==> config.mk <==
export PLATFORM = sky130hd
export DESIGN_NAME = command_code_mapping_table
export DESIGN_NICKNAME = d
export VERILOG_FILES = /design/src/hw/rtl/cmt_pkg.sv /design/src/hw/rtl/command_code_mapping_table.sv /design/src/hw/rtl/cmt_ctrl.sv /design/src/hw/rtl/cmt_dp.sv
export SDC_FILE = /design/constraint.sdc
export NUM_CORES = 1
export LEC_CHECK = 0
export BUFFER_PORTS_ARGS = -buffer_cell sky130_fd_sc_hd__clkbuf_2
export CAP_MARGIN = 20
export CORE_UTILIZATION = 55
export DETAILED_ROUTE_END_ITERATION = 10
export GPL_TIMING_DRIVEN = 0
export PLACE_DENSITY = 0.72
export SLEW_MARGIN = 20
export SYNTH_ARGS = -nofsm -noshare
export SYNTH_HDL_FRONTEND = slang
export SYNTH_HIERARCHICAL = 1
export SYNTH_SLANG_ARGS = --single-unit
==> constraint.sdc <==
create_clock -name clock -period 3.8 [get_ports clock]
set_input_delay 0.38 -clock clock [delete_from_list [all_inputs] [get_ports clock]]
set_output_delay 0.38 -clock clock [all_outputs]
set_load 0.005 [all_outputs]
==> src/hw/rtl/cmt_pkg.sv <==
// ----------------------------------------------------------------------------
// cmt_pkg
// Shared types and constants of the command code mapping table: the control
// and status bundles between controller and datapath, and the beat layouts.
// ----------------------------------------------------------------------------
package cmt_pkg;

   localparam int unsigned ADDR_W     = 16;
   localparam int unsigned COUNT_W    = 8;
   localparam int unsigned CODE_W     = 3;
   localparam int unsigned WR_CMD_W   = 8;
   localparam int unsigned REQ_DATA_W = 32;
   localparam int unsigned RSP_DATA_W = 16;

   localparam logic [WR_CMD_W-1:0] WRITE_CMD_BASE = 8'h80;

   // controller to datapath
   typedef struct packed {
      logic capture;   // latch the accepted request beat
      logic search;    // compare the request against every entry
      logic commit;    // resolve the first match, update table, load result
   } ctrl_cmd_type;

   // datapath to controller
   typedef struct packed {
      logic out_free;  // result register empty or being taken this cycle
   } dp_status_type;

endpackage

==> src/hw/rtl/command_code_mapping_table.sv <==
// ----------------------------------------------------------------------------
// command_code_mapping_table
// Maps a device register access to a table slot (command code). A read hits
// the lowest entry with the same address and byte count, a write the lowest
// entry with the same address and its write flag set. A miss takes the
// round-robin slot, requests a device table write at 0x80 plus the slot, and
// clears that slot if the write reported failure. Each request runs in two
// steps: a search step compares against all entries at once and registers
// the matches, and a commit step resolves the first match, updates the
// table and loads the result register once it can take a beat. A new request
// can enter while its predecessor commits. The table is cleared by reset.
// ----------------------------------------------------------------------------
module command_code_mapping_table #(
   parameter int unsigned TABLE_ENTRIES = 8
) (
   input  logic                               clock,
   input  logic                               reset,
   input  logic                               req_tvalid,
   output logic                               req_tready,
   // register_address[15:0] byte_count[23:16] write_ok[24], rest zero
   input  logic [cmt_pkg::REQ_DATA_W-1:0]     req_tdata,
   // is_read[0]
   input  logic                               req_tuser,
   output logic                               rsp_tvalid,
   input  logic                               rsp_tready,
   // command_code[2:0] hit[3] table_write_request[4]
   // table_write_command[12:5] failed[13], rest zero
   output logic [cmt_pkg::RSP_DATA_W-1:0]     rsp_tdata
);
   import cmt_pkg::*;

   ctrl_cmd_type  cmd;
   dp_status_type status;

   cmt_ctrl u_ctrl (
      .clock      (clock),
      .reset      (reset),
      .req_tvalid (req_tvalid),
      .req_tready (req_tready),
      .status     (status),
      .cmd        (cmd)
   );

   cmt_dp #(
      .TABLE_ENTRIES (TABLE_ENTRIES)
   ) u_dp (
      .clock      (clock),
      .reset      (reset),
      .cmd        (cmd),
      .status     (status),
      .req_tdata  (req_tdata),
      .req_tuser  (req_tuser),
      .rsp_tvalid (rsp_tvalid),
      .rsp_tready (rsp_tready),
      .rsp_tdata  (rsp_tdata)
   );

endmodule

==> src/hw/rtl/cmt_ctrl.sv <==
// ----------------------------------------------------------------------------
// cmt_ctrl
// Sequencer of the mapping table: accepts a request beat, runs the search
// cycle, then the commit cycle once the result register can take a beat.
// ----------------------------------------------------------------------------
module cmt_ctrl (
   input  logic                   clock,
   input  logic                   reset,
   input  logic                   req_tvalid,
   output logic                   req_tready,
   input  cmt_pkg::dp_status_type status,
   output cmt_pkg::ctrl_cmd_type  cmd
);
   import cmt_pkg::*;

   typedef enum logic [1:0] {
      ST_IDLE,
      ST_SEARCH,
      ST_COMMIT
   } state_type;

   state_type state_ff, state_in;
   logic      commit_now;

   assign commit_now  = (state_ff == ST_COMMIT) && status.out_free;
   // a new beat can enter in the same cycle the previous one commits
   assign req_tready  = (state_ff == ST_IDLE) || commit_now;
   assign cmd.capture = req_tvalid && req_tready;
   assign cmd.search  = (state_ff == ST_SEARCH);
   assign cmd.commit  = commit_now;

   always_comb begin
      state_in = state_ff;
      unique case (state_ff)
         ST_IDLE: begin
            if (req_tvalid) state_in = ST_SEARCH;
         end
         ST_SEARCH: begin
            state_in = ST_COMMIT;
         end
         ST_COMMIT: begin
            if (status.out_free) state_in = req_tvalid ? ST_SEARCH : ST_IDLE;
         end
         default: begin
            state_in = ST_IDLE;
         end
      endcase
   end

   always_ff @(posedge clock) begin
      if (reset) begin
         state_ff <= ST_IDLE;
      end else begin
         state_ff <= state_in;
      end
   end

endmodule

==> src/hw/rtl/cmt_dp.sv <==
// ----------------------------------------------------------------------------
// cmt_dp
// Datapath of the mapping table: request latch, entry registers with their
// parallel match, first-match encoder, round-robin pointer, result register.
// ----------------------------------------------------------------------------
module cmt_dp #(
   parameter int unsigned TABLE_ENTRIES = 8
) (
   input  logic                               clock,
   input  logic                               reset,
   input  cmt_pkg::ctrl_cmd_type              cmd,
   output cmt_pkg::dp_status_type             status,
   input  logic [cmt_pkg::REQ_DATA_W-1:0]     req_tdata,
   input  logic                               req_tuser,
   output logic                               rsp_tvalid,
   input  logic                               rsp_tready,
   output logic [cmt_pkg::RSP_DATA_W-1:0]     rsp_tdata
);
   import cmt_pkg::*;

   localparam int unsigned IDX_W = $clog2(TABLE_ENTRIES);

   // request latch
   logic [ADDR_W-1:0]  req_addr_ff;
   logic [COUNT_W-1:0] req_count_ff;
   logic               req_read_ff;
   logic               req_ok_ff;

   // table entries
   logic [ADDR_W-1:0]  entry_addr_ff  [TABLE_ENTRIES];
   logic [COUNT_W-1:0] entry_count_ff [TABLE_ENTRIES];
   logic               entry_wflag_ff [TABLE_ENTRIES];
   logic [IDX_W-1:0]   next_slot_ff;
   logic [IDX_W-1:0]   next_slot_in;

   logic [TABLE_ENTRIES-1:0] match_in;
   logic [TABLE_ENTRIES-1:0] match_ff;
   logic                     found;
   logic [IDX_W-1:0]         first_idx;

   logic                  rsp_valid_ff;
   logic [RSP_DATA_W-1:0] rsp_data_ff;
   logic [RSP_DATA_W-1:0] rsp_data_in;
   logic [CODE_W-1:0]     res_code;
   logic [WR_CMD_W-1:0]   res_wr_cmd;

   assign status.out_free = !rsp_valid_ff || rsp_tready;
   assign rsp_tvalid      = rsp_valid_ff;
   assign rsp_tdata       = rsp_data_ff;

   always_ff @(posedge clock) begin
      if (cmd.capture) begin
         req_addr_ff  <= req_tdata[ADDR_W-1:0];
         req_count_ff <= req_tdata[ADDR_W+COUNT_W-1:ADDR_W];
         req_ok_ff    <= req_tdata[ADDR_W+COUNT_W];
         req_read_ff  <= req_tuser;
      end
   end

   // one comparator per entry
   always_comb begin
      for (int i = 0; i < TABLE_ENTRIES; i++) begin
         match_in[i] = (entry_addr_ff[i] == req_addr_ff) &&
                       (req_read_ff ? (entry_count_ff[i] == req_count_ff)
                                    : entry_wflag_ff[i]);
      end
   end

   always_ff @(posedge clock) begin
      if (cmd.search) match_ff <= match_in;
   end

   // lowest matching index wins
   always_comb begin
      found     = 1'b0;
      first_idx = '0;
      for (int i = TABLE_ENTRIES - 1; i >= 0; i--) begin
         if (match_ff[i]) begin
            found     = 1'b1;
            first_idx = IDX_W'(i);
         end
      end
   end

   assign next_slot_in = (next_slot_ff == IDX_W'(TABLE_ENTRIES - 1)) ? '0
                                                                   : next_slot_ff + 1'b1;

   always_ff @(posedge clock) begin
      if (reset) begin
         next_slot_ff <= '0;
         for (int i = 0; i < TABLE_ENTRIES; i++) begin
            entry_addr_ff[i]  <= '0;
            entry_count_ff[i] <= '0;
            entry_wflag_ff[i] <= 1'b0;
         end
      end else if (cmd.commit && !found) begin
         next_slot_ff <= next_slot_in;
         if (req_ok_ff) begin
            entry_addr_ff[next_slot_ff]  <= req_addr_ff;
            entry_count_ff[next_slot_ff] <= req_count_ff;
            entry_wflag_ff[next_slot_ff] <= !req_read_ff;
         end else begin
            entry_addr_ff[next_slot_ff]  <= '0;
            entry_count_ff[next_slot_ff] <= '0;
            entry_wflag_ff[next_slot_ff] <= 1'b0;
         end
      end
   end

   // result beat: code[2:0] hit[3] wr_req[4] wr_cmd[12:5] failed[13]
   always_comb begin
      res_code   = '0;
      res_wr_cmd = '0;
      if (found) begin
         res_code = CODE_W'(first_idx);
      end else begin
         res_wr_cmd = WRITE_CMD_BASE + WR_CMD_W'(next_slot_ff);
         if (req_ok_ff) res_code = CODE_W'(next_slot_ff);
      end
      rsp_data_in = {2'b00, !found && !req_ok_ff, res_wr_cmd, !found, found, res_code};
   end

   always_ff @(posedge clock) begin
      if (cmd.commit) rsp_data_ff <= rsp_data_in;
   end

   always_ff @(posedge clock) begin
      if (reset) begin
         rsp_valid_ff <= 1'b0;
      end else if (cmd.commit) begin
         rsp_valid_ff <= 1'b1;
      end else if (rsp_tready) begin
         rsp_valid_ff <= 1'b0;
      end
   end

endmodule

==> impl_metrics.ini, run 1 <==
[outcome]
status = completed

[placed_design]
gp_congestion = 0.826
dp_worst_setup_slack_ps = 738
io_buffers = 41
hpwlAfterDp_um = 17000
place_area_mm2 = 0.0125
place_inst = 1200

[die]
num_rows = 53
num_io_pins = 55
dieHeight_um = 148
initial_core_util = 0.560
dieArea_mm2 = 0.0220
core_area_mm2 = 0.0210
die_w_um = 148

[timing]
fin_ws_ps = 948
rsz0062_at_grt = false
max_freq_ghz = 0.351
setup_viol_count_final = 0
fin_crit_ps = 2850
maxSlewHeadroom = 0.387
timing_hold_violations_final = 0
slew_viol_final = 0
fin_crit_sh = 0.751
skew_ps = 5.53
tightest_slew_ps = 919
tns_ps = 0
fin_worst_hold_slack_ps = 35.0

[cts]
path_clk_slew_ps = 60
ctsHoldBuffers = 0
post_cts_buffers = 0
clk_path_buf_depth = 3
htreeDepth = 1
cts_inserted_buffers = 26
cts_tree = built
worstSkewPairLatency_ps = 520
cts_resized = 0
root_buffer = clkbuf_16
cts_sinks = 250

[critical_path]
reg2reg_depth = 9
critical_path.max_stage_delay_ps = 640
arrival_ps = 2990
slowest_stage = o21bai_4
r2r_end = u_dp/entry_addr_ff[0][2]$_SDFFCE_PN0P_
worstPathBufferInverterCount = 2
critPathCaptureType = flip-flop
r2r_slack_ps = 950
crit_required_ps = 3940
cp.depth = 9
criticalPathCategory = reg -> reg
start_kind = flip-flop
path_cells = nand2b_1, nand2_1, nor2_1, buf_4, nor2b_1, nand3_4, or3_1, buf_6, o21bai_4
worstPathMaxFanout = 25
r2r_start = u_dp/rsp_tvalid$_SDFFE_PP0P_
crit_end = u_dp/entry_addr_ff[0][2]$_SDFFCE_PN0P_
setup.worst_path.start = u_dp/rsp_tvalid$_SDFFE_PP0P_
crit_family = simple AND/OR/NAND/NOR gates

[synthesis]
synth_seq_area_share = 0.632
synth_enable_flop_cells = 244
synthDistinctLibCells = 39
synthesis.area_mm2 = 0.0118
syn_avg_cell_area_um2 = 13.5
ys_ff_latch = 250
postSynthCellCount = 873
async_flop_share = 0
ys.warnings.count = 6
synth-main-ff-cell = edfxtp_1

[detailed_routing]
drc = 0
routedWlPerCell_um = 20.5
dr.pass1.iters = 4
antenna_left = 0
vias = 6740
routed_via_density = 5.40
finalWirelength_um = 25600
drt-initial-drc-count = 449

[cells_and_area]
finalNonFillerCells = 1247
final_cell_mix = edfxtp_1, xor2_1, and2_1
n_fill_cell = 1569
drive_gt1_frac = 0.138
fin_util = 0.631
mostFrequentLayoutCell = edfxtp_1
synthToLayoutAreaGrowth_pct = 12.6
final_nets = 992
antenna_cells = 0
stdcell_area_mm2 = 0.0133

[grt]
grt_overflow_total = 0
grt_use_total = 0.242
grt_pass1_wl_um = 39000
antenna_found_initial = 0
grt_max_degree = 26
grt_pass1_vias = 6661

[power]
fin_total_pwr_mw = 5.85
powerDensity_mw_per_mm2 = 441
total_leakage_power_nw = 5.04
vdd_drop_max_mv = 0.248

[min_path]
hold_path_class = in -> reg

[run]
max-cap-violations = 0
[worst min-delay path by stage]
stage	start	to	slack (ps)	cells after the start
floorplan	reset	u_ctrl/state_ff[0]$_SDFFE_PP0P_	460	1
global placement	u_ctrl/state_ff[0]$_SDFFE_PP0P_	u_ctrl/state_ff[0]$_SDFFE_PP0P_	520	1
detailed placement	req_tdata[14]	u_dp/req_addr_ff[14]$_DFFE_PP_	560	1
CTS	req_tdata[21]	u_dp/req_count_ff[5]$_DFFE_PP_	20	1
global route	req_tdata[21]	u_dp/req_count_ff[5]$_DFFE_PP_	20	1
finish	req_tdata[21]	u_dp/req_count_ff[5]$_DFFE_PP_	40	1
[where the power goes]
group | internal, mW | leakage [nW] | switching [mW] | total, mW
registers | 3.13 | 2.49 | 0.0477 | 3.18
clock network | 1.29 | 0.375 | 0.974 | 2.27
logic | 0.136 | 2.17 | 0.269 | 0.405
[registers in the layout, indices dropped and copies added, names as in the netlist]
| signal | flops |
|---|---|
| u_dp/entry_addr_ff | 128 |
| u_dp/entry_count_ff | 64 |
| u_dp/req_addr_ff | 16 |
| u_dp/rsp_tdata | 10 |
| u_dp/entry_wflag_ff | 8 |
| u_dp/match_ff | 8 |
| u_dp/req_count_ff | 8 |
| u_dp/next_slot_ff | 3 |
| u_ctrl/state_ff | 2 |
| u_dp/req_ok_ff | 1 |
| u_dp/req_read_ff | 1 |
| u_dp/rsp_tvalid | 1 |
[layout make-up]
class                      instances  area (um^2)  share of cell area
clock buffer                      35          706              0.0532
clock inverter                    12         52.6             0.00396
multi-input combinational        545         4030               0.304
timing repair buffer              47          282              0.0212
inverter                           6         22.5             0.00170
tap                              275          344              0.0260
sequential                       250         7450               0.562
buffer                            77          373              0.0281
[synth_stat cells, types with 7 or more instances]
master      n  share of area
edfxtp_1  244           0.62
nor2_1      7         0.0022
buf_4       8         0.0051
nand4_1     8         0.0043
nand3_1    11         0.0047
nand2b_1    9         0.0048
nor3_1      8         0.0034
xor2_1    192           0.14
a21oi_1    14         0.0060
nor4_1     48          0.026
o21bai_1    9         0.0057
buf_2      13         0.0055
clkbuf_1   51          0.016
and2_1    192           0.10
[layer usage]
layer	share of wire	global-route usage	up-vias
met4	0.024	0.0701	0
met3	0.051	0.0233	42
met2	0.49	0.400	209
met1	0.44	0.342	3330
li1	-	-	3159
met5	0	0	-
[cell families (layout without fill, tap and decap cells)]
group | after synthesis | after routing | share of synthesized area
other | 1 | 6 | 0.000318
AOI/OAI and AO/OA | 31 | 31 | 0.0181
DFF | 250 | 250 | 0.632
and+or+nand+nor | 314 | 314 | 0.171
buffers and inverters | 83 | 177 | 0.0336
adders and majority gates | 2 | 2 | 0.00212
xor gates and xnor gates | 192 | 192 | 0.143
Power figures use the tool's default switching activity.
==> run 2, diff against run 1 <==
--- a/config.mk
+++ b/config.mk
@@ -10,7 +10,7 @@
 export CORE_UTILIZATION = 55
 export DETAILED_ROUTE_END_ITERATION = 10
 export GPL_TIMING_DRIVEN = 0
-export PLACE_DENSITY = 0.72
+export PLACE_DENSITY = 0.74
 export SLEW_MARGIN = 20
 export SYNTH_ARGS = -nofsm -noshare
 export SYNTH_HDL_FRONTEND = slang
==> constraint.sdc (replaced) <==
create_clock -name clock -period 2.53 [get_ports clock]
set_input_delay 0.253 -clock clock [delete_from_list [all_inputs] [get_ports clock]]
set_output_delay 0.253 -clock clock [all_outputs]
set_load 0.005 [all_outputs]
==> run 2 against run 1 <==
The run now ends with setup timing left. Wire length is 10% higher. Design area increased by 7.2%. Hold slack better by 86 ps. Critical path depth is 3 lower. Sequential power grew 51%. Final cell count rose by 5.1%. Clock skew is 11 ps higher. Critical endpoint is now u_dp/match_ff[0]$_DFFE_PP_.
==> impl_metrics.ini, run 2 (synthesized netlist as in run 1, its figures left out) <==
[power]
powerDensity_mw_per_mm2 = 644
vdd_drop_max_mv = 0.524
total_leakage_power_nw = 5.53
fin_total_pwr_mw = 9.15

[detailed_routing]
dr.pass1.iters = 5
finalWirelength_um = 28100
dr_wl_met2_um = 13600
drt-initial-drc-count = 586
routedWlPerCell_um = 21.5
routed_via_density = 5.53
top_layer = met4
drc = 0
vias = 7249
wl_met1_um = 11600
routed-wl-met3_um = 1950
antenna_left = 0

[timing]
timing_hold_violations_final = 0
skew_ps = 16.5
slew_viol_final = 0
tightest_slew_ps = 979
max_freq_ghz = 0.390
fin_crit_sh = 1.01
maxSlewHeadroom = 0.347
fin_ws_ps = -34.4
setup_viol_count_final = 1
tns_ps = -34.4
fin_crit_ps = 2560
rsz0062_at_grt = false

[cells_and_area]
mostFrequentLayoutCell = edfxtp_1
n_fill_cell = 1460
top_register = u_dp/entry_addr_ff
multiInputGateArea_mm2 = 0.00428
synthToLayoutAreaGrowth_pct = 20.7
top_regs = u_dp/entry_addr_ff (128), u_dp/entry_count_ff (64), u_dp/req_addr_ff (16)
final_nets = 1054
final_cell_mix = edfxtp_1, xor2_1, and2_1
register_area_mm2 = 0.00745
drive_gt1_frac = 0.186
largest_reg_flops = 128
antenna_cells = 0

[die]
dieArea_mm2 = 0.0220
initial_core_util = 0.560
core_area_mm2 = 0.0210
dieHeight_um = 148
num_io_pins = 55
num_rows = 53
die_w_um = 148

[outcome]
status = finished with violations
violations = setup timing

[critical_path]
setup.worst_path.start = u_dp/req_addr_ff[8]$_DFFE_PP_
r2r_start = u_dp/req_addr_ff[8]$_DFFE_PP_
reg2reg_depth = 6
path_cells = clkbuf_1, clkbuf_2, xor2_1, nor4_1, nand4_1, a21oi_1
critical_path.max_stage_delay_ps = 620
start_kind = flip-flop
r2r_end = u_dp/match_ff[0]$_DFFE_PP_
worstPathMaxFanout = 10
slowest_stage = clkbuf_1
arrival_ps = 2890
criticalPathCategory = reg -> reg
r2r_slack_ps = -30
critPathCaptureType = flip-flop
crit_required_ps = 2860

[min_path]
hold_path_class = in -> reg
whs_endpoint = u_dp/rsp_tvalid$_SDFFE_PP0P_
min_from = rsp_tready
whs_path_depth = 3

[placed_design]
dp_worst_setup_slack_ps = -398
hpwlAfterDp_um = 17000
gp_congestion = 0.781
io_buffers = 41

[cts]
cts_tree = built
cts_sinks = 250
htreeDepth = 1
root_buffer = clkbuf_16
worstSkewPairLatency_ps = 530
clk_path_buf_depth = 3
path_clk_slew_ps = 60
cts_inserted_buffers = 27

[run]
max-cap-violations = 0

[grt]
grt_overflow_total = 0
grt_pass1_wl_um = 41700
antenna_found_initial = 0
grt_pass1_vias = 7144
grt_use_total = 0.262
grt_max_degree = 17
==> run 2: cell types whose count changed in the layout (fill, tap and decap cells not counted), sizes merged <==
cell	delta
clkinv	-2
clkinvlp	+1
bufinv	+1
clkbuf	-1
dlygate4sd3	+27
o21bai	+8
buf	+29
==> run 2: worst max-delay path by stage <==
stage                                                   end  cells after the start
floorplan            u_dp/entry_addr_ff[2][0]$_SDFFCE_PN0P_                      9
CTS                 u_dp/entry_count_ff[7][4]$_SDFFCE_PN0P_                     10
detailed placement   u_dp/entry_addr_ff[0][9]$_SDFFCE_PN0P_                     10
global route                     u_dp/match_ff[1]$_DFFE_PP_                      6
global placement    u_dp/entry_addr_ff[2][10]$_SDFFCE_PN0P_                     10
finish                           u_dp/match_ff[0]$_DFFE_PP_                      6
==> run 2: critical path: cells and delay by family (launching register included) <==
kind                      cells  cell delay (ps)
DFF                           1              320
buffers and inverters         2             1060
AOI/OAI and AO/OA             1              320
xor gates and xnor gates      1              110
and+or+nand+nor               2              550
==> run 2: layout make-up <==
| type | instances | area share |
|---|---|---|
| sequential | 250 | 0.524 |
| multi-input combinational | 553 | 0.301 |
| timing repair buffer | 105 | 0.0644 |
| clock buffer | 37 | 0.0523 |
| buffer | 72 | 0.0265 |
| tap | 275 | 0.0242 |
| clock inverter | 12 | 0.00572 |
| inverter | 6 | 0.00185 |
==> run 2: power breakdown <==
part	leakage, nW	switching (mW)	internal (mW)
Combinational	2.63	0.407	0.278
Sequential	2.49	0.0922	4.70
Clock	0.406	1.53	2.14
Total	5.53	2.03	7.12
==> run 2: what timing repair did <==
action                     CTS  global route
hold endpoints to repair    27             0
setup endpoints to repair  292           230
pin swaps                   15             6
setup buffers               20            15
resized for setup           28            11
hold buffers                27             0
cloned                       8             0
==> run 2: metal layers <==
| layer | global-route usage | vias up |
|---|---|---|
| met5 | 0 | - |
| met4 | 0.0928 | 0 |
| met3 | 0.0436 | 55 |
| met2 | 0.438 | 278 |
| met1 | 0.346 | 3606 |
| li1 | - | 3310 |
==> run 2: metrics by stage <==
step / util / hold slack [ps] / cell area, um^2 / cells
final: 0.676 / 121 / 14200 / 1310
after global routing: 0.676 / 134 / 14200 / 1310
after CTS: 0.668 / 112 / 14000 / 1300
after detailed placement: 0.593 / 432 / 12500 / 1196
after global placement: 0.589 / 430 / 12400 / 1194
after floorplan: - / 332 / 11800 / 878
==> run 3, diff against run 2 <==
--- a/config.mk
+++ b/config.mk
@@ -10,9 +10,8 @@
 export CORE_UTILIZATION = 55
 export DETAILED_ROUTE_END_ITERATION = 10
 export GPL_TIMING_DRIVEN = 0
-export PLACE_DENSITY = 0.74
+export PLACE_DENSITY = 0.84
 export SLEW_MARGIN = 20
 export SYNTH_ARGS = -nofsm -noshare
 export SYNTH_HDL_FRONTEND = slang
-export SYNTH_HIERARCHICAL = 1
 export SYNTH_SLANG_ARGS = --single-unit
==> run 3 against run 2 <==
The flow still finishes with violations (setup timing). Flip-flop and latch count stayed put. Synthesized area is 0.79% lower. Design area is 3.4% lower. Critical path depth stayed put. Hold slack worse by 15 ps. Sequential share of layout area is 1.8 points higher. Sequential power hardly changed. Worst setup slack better by 24 ps. Die area is 0.78% lower. Global-route usage is 0.58 points lower. Utilization is 0.83 points lower. Critical path type unchanged. Critical endpoint is now u_dp.entry_addr_ff[5][1]$_SDFFCE_PN0P_. Largest cell class unchanged. Largest power group unchanged.
==> impl_metrics.ini, run 3 <==
[synthesis]
synthTopCellsByCount = edfxtp_1, and2_1, xor2_1
synthTopCellsByArea = edfxtp_1, xor2_1, and2_1
synth_enable_flop_cells = 244
synth_seq_area_share = 0.637
synth-main-ff-cell = edfxtp_1
yosys.area.top_type_share = 0.627
synth.most_common_cell = edfxtp_1
ys.warnings.count = 0
synth_top_cell_by_area = edfxtp_1
ys_ff_latch = 250
synthDistinctLibCells = 34
syn_avg_cell_area_um2 = 13.5
async_flop_share = 0
postSynthCellCount = 867
synthesis.area_mm2 = 0.0117

[power]
pwr-share-clk = 0.441
swShare = 0.217
fin_total_pwr_mw = 9.69
p_seq_frac = 0.494
comb_power_share = 0.065
total_leakage_power_nw = 5.24
powerDensity_mw_per_mm2 = 706
power.switching_mw = 2.10
cellInternalPower_mw = 7.59
vdd_drop_max_mv = 0.546

[cts]
root_buffer = clkbuf_16
worstSkewPairLatency_ps = 530
cts_sinks = 250
htreeDepth = 1
cts_inserted_buffers = 26
clk_path_buf_depth = 3
cts_tree = built
path_clk_slew_ps = 70

[critical_path]
start_kind = flip-flop
setup.worst_path.start = u_dp.match_ff[7]$_DFFE_PN_
r2r_start = u_dp.match_ff[7]$_DFFE_PN_
criticalPathCategory = reg -> reg
critPathCaptureType = flip-flop
crit_required_ps = 2680
arrival_ps = 2690
r2r_slack_ps = -10
worstPathMaxFanout = 25

[placed_design]
dp_worst_setup_slack_ps = -252
io_buffers = 41
gp_congestion = 0.794
hpwlAfterDp_um = 17200
place_area_mm2 = 0.0123

[timing]
timing_hold_violations_final = 0
max_freq_ghz = 0.394
fin_crit_ps = 2540
maxSlewHeadroom = 0.324
tns_ps = -102
rsz0062_at_grt = true
slew_viol_final = 0
skew_ps = 13.2
fin_crit_sh = 1.00
fin_ws_ps = -9.89
setup_viol_count_final = 14
tightest_slew_ps = 1010

[die]
num_rows = 52
num_io_pins = 55
dieHeight_um = 148
initial_core_util = 0.568
dieArea_mm2 = 0.0218
core_area_mm2 = 0.0206
die_w_um = 148

[cells_and_area]
drive_gt1_frac = 0.147
register_area_mm2 = 0.00745
final_nets = 1019
final_cell_mix = edfxtp_1, xor2_1, and2_1
top_regs = u_dp.entry_addr_ff (128), u_dp.entry_count_ff (64), u_dp.req_addr_ff (16)
stdcell_area_mm2 = 0.0137
n_fill_cell = 1406
antenna_cells = 0
top_register = u_dp.entry_addr_ff
multiInputGateArea_mm2 = 0.00402
synthToLayoutAreaGrowth_pct = 17.5
fin_util = 0.668
mostFrequentLayoutCell = edfxtp_1
largest_reg_flops = 128

[grt]
grt_overflow_total = 0
antenna_found_initial = 0
grt_pass1_wl_um = 41100
grt_pass1_vias = 7369
grt_max_degree = 26
grt_use_total = 0.256

[detailed_routing]
finalWirelength_um = 28000
routedWlPerCell_um = 22.1
drt-initial-drc-count = 671
antenna_left = 0
dr.pass1.iters = 7
routed_via_density = 5.70
vias = 7241
drc = 0

[outcome]
status = finished with violations
violations = setup timing

[min_path]
min_from = rsp_tready
hold_path_class = in -> reg

[run]
max-cap-violations = 0
[run 3: area by class of cell]
type                    count  share of cell area
well taps                 270              0.0246
flip-flops and latches    250               0.542
multi-input cells         545               0.293
repair buffers             81              0.0440
plain buffers              71              0.0252
inverters                   5             0.00173
clock inverters            16              0.0186
clock buffers              32              0.0506
[run 3: metrics by stage]
stage	hold WS, ps	std cells
after floorplan	325	872
after detailed placement	432	1185
after CTS	63.5	1264
after global placement	430	1183
final	107	1270
after global routing	131	1270
[run 3: timing repair]
action	4_1_cts	5_1_grt
endpoints found under the setup margin	323	272
gates cloned	1	1
setup buffers	5	6
hold buffers	27	0
pin swaps	1	4
endpoints found under the hold margin	28	0
gates resized for setup	10	18
[run 3: worst paths after layout]
| path | end | cells after the start |
|---|---|---|
| worst max-delay path | u_dp.entry_addr_ff[5][1]$_SDFFCE_PN0P_ | 6 |
| worst min-delay path | u_dp.rsp_tvalid$_SDFFE_PP0P_ | 4 |
| worst max register to register | u_dp.entry_addr_ff[5][1]$_SDFFCE_PN0P_ | 6 |
| worst min register to register | u_ctrl.state_ff[1]$_SDFFE_PP0P_ | 1 |
[run 3: cells by family after synthesis]
logic type / synth area share
AO/OA/AOI/OAI: 0.0193
XOR/XNOR: 0.144
adder cells (fa/ha/maj): 0.00214
buffers and inverters: 0.0312
flip-flops: 0.637
other: 0.000321
AND/OR/NAND/NOR: 0.166
[run 3: worst max-delay path: stages, from the launching register on]
cell and delay, ps:
edfxtp_1 460, nor4_4 420, nand2_4 200, inv_6 140, nand4_1 130, buf_6 180, o21bai_4 620
[run 3: metal layers]
metal / track usage / up-vias / wire, um
met1: 0.316 / 3581 / 10800
met5: 0 / - / 0
met2: 0.440 / 349 / 13800
met3: 0.0448 / 86 / 2120
li1: - / 3225 / -
met4: 0.115 / 0 / 1230
[run 3: power groups by stage]
| stage | Clock (mW) | Sequential (mW) | Combinational, mW |
|---|---|---|---|
| final | 4.27 | 4.79 | 0.634 |
| after global routing | 4.45 | 4.80 | 0.679 |
| after CTS | 4.29 | 4.78 | 0.628 |
| after detailed placement | 0 | 4.86 | 0.592 |
| after global placement | 0 | 4.85 | 0.560 |
| after floorplan | 0 | 4.84 | 0.379 |
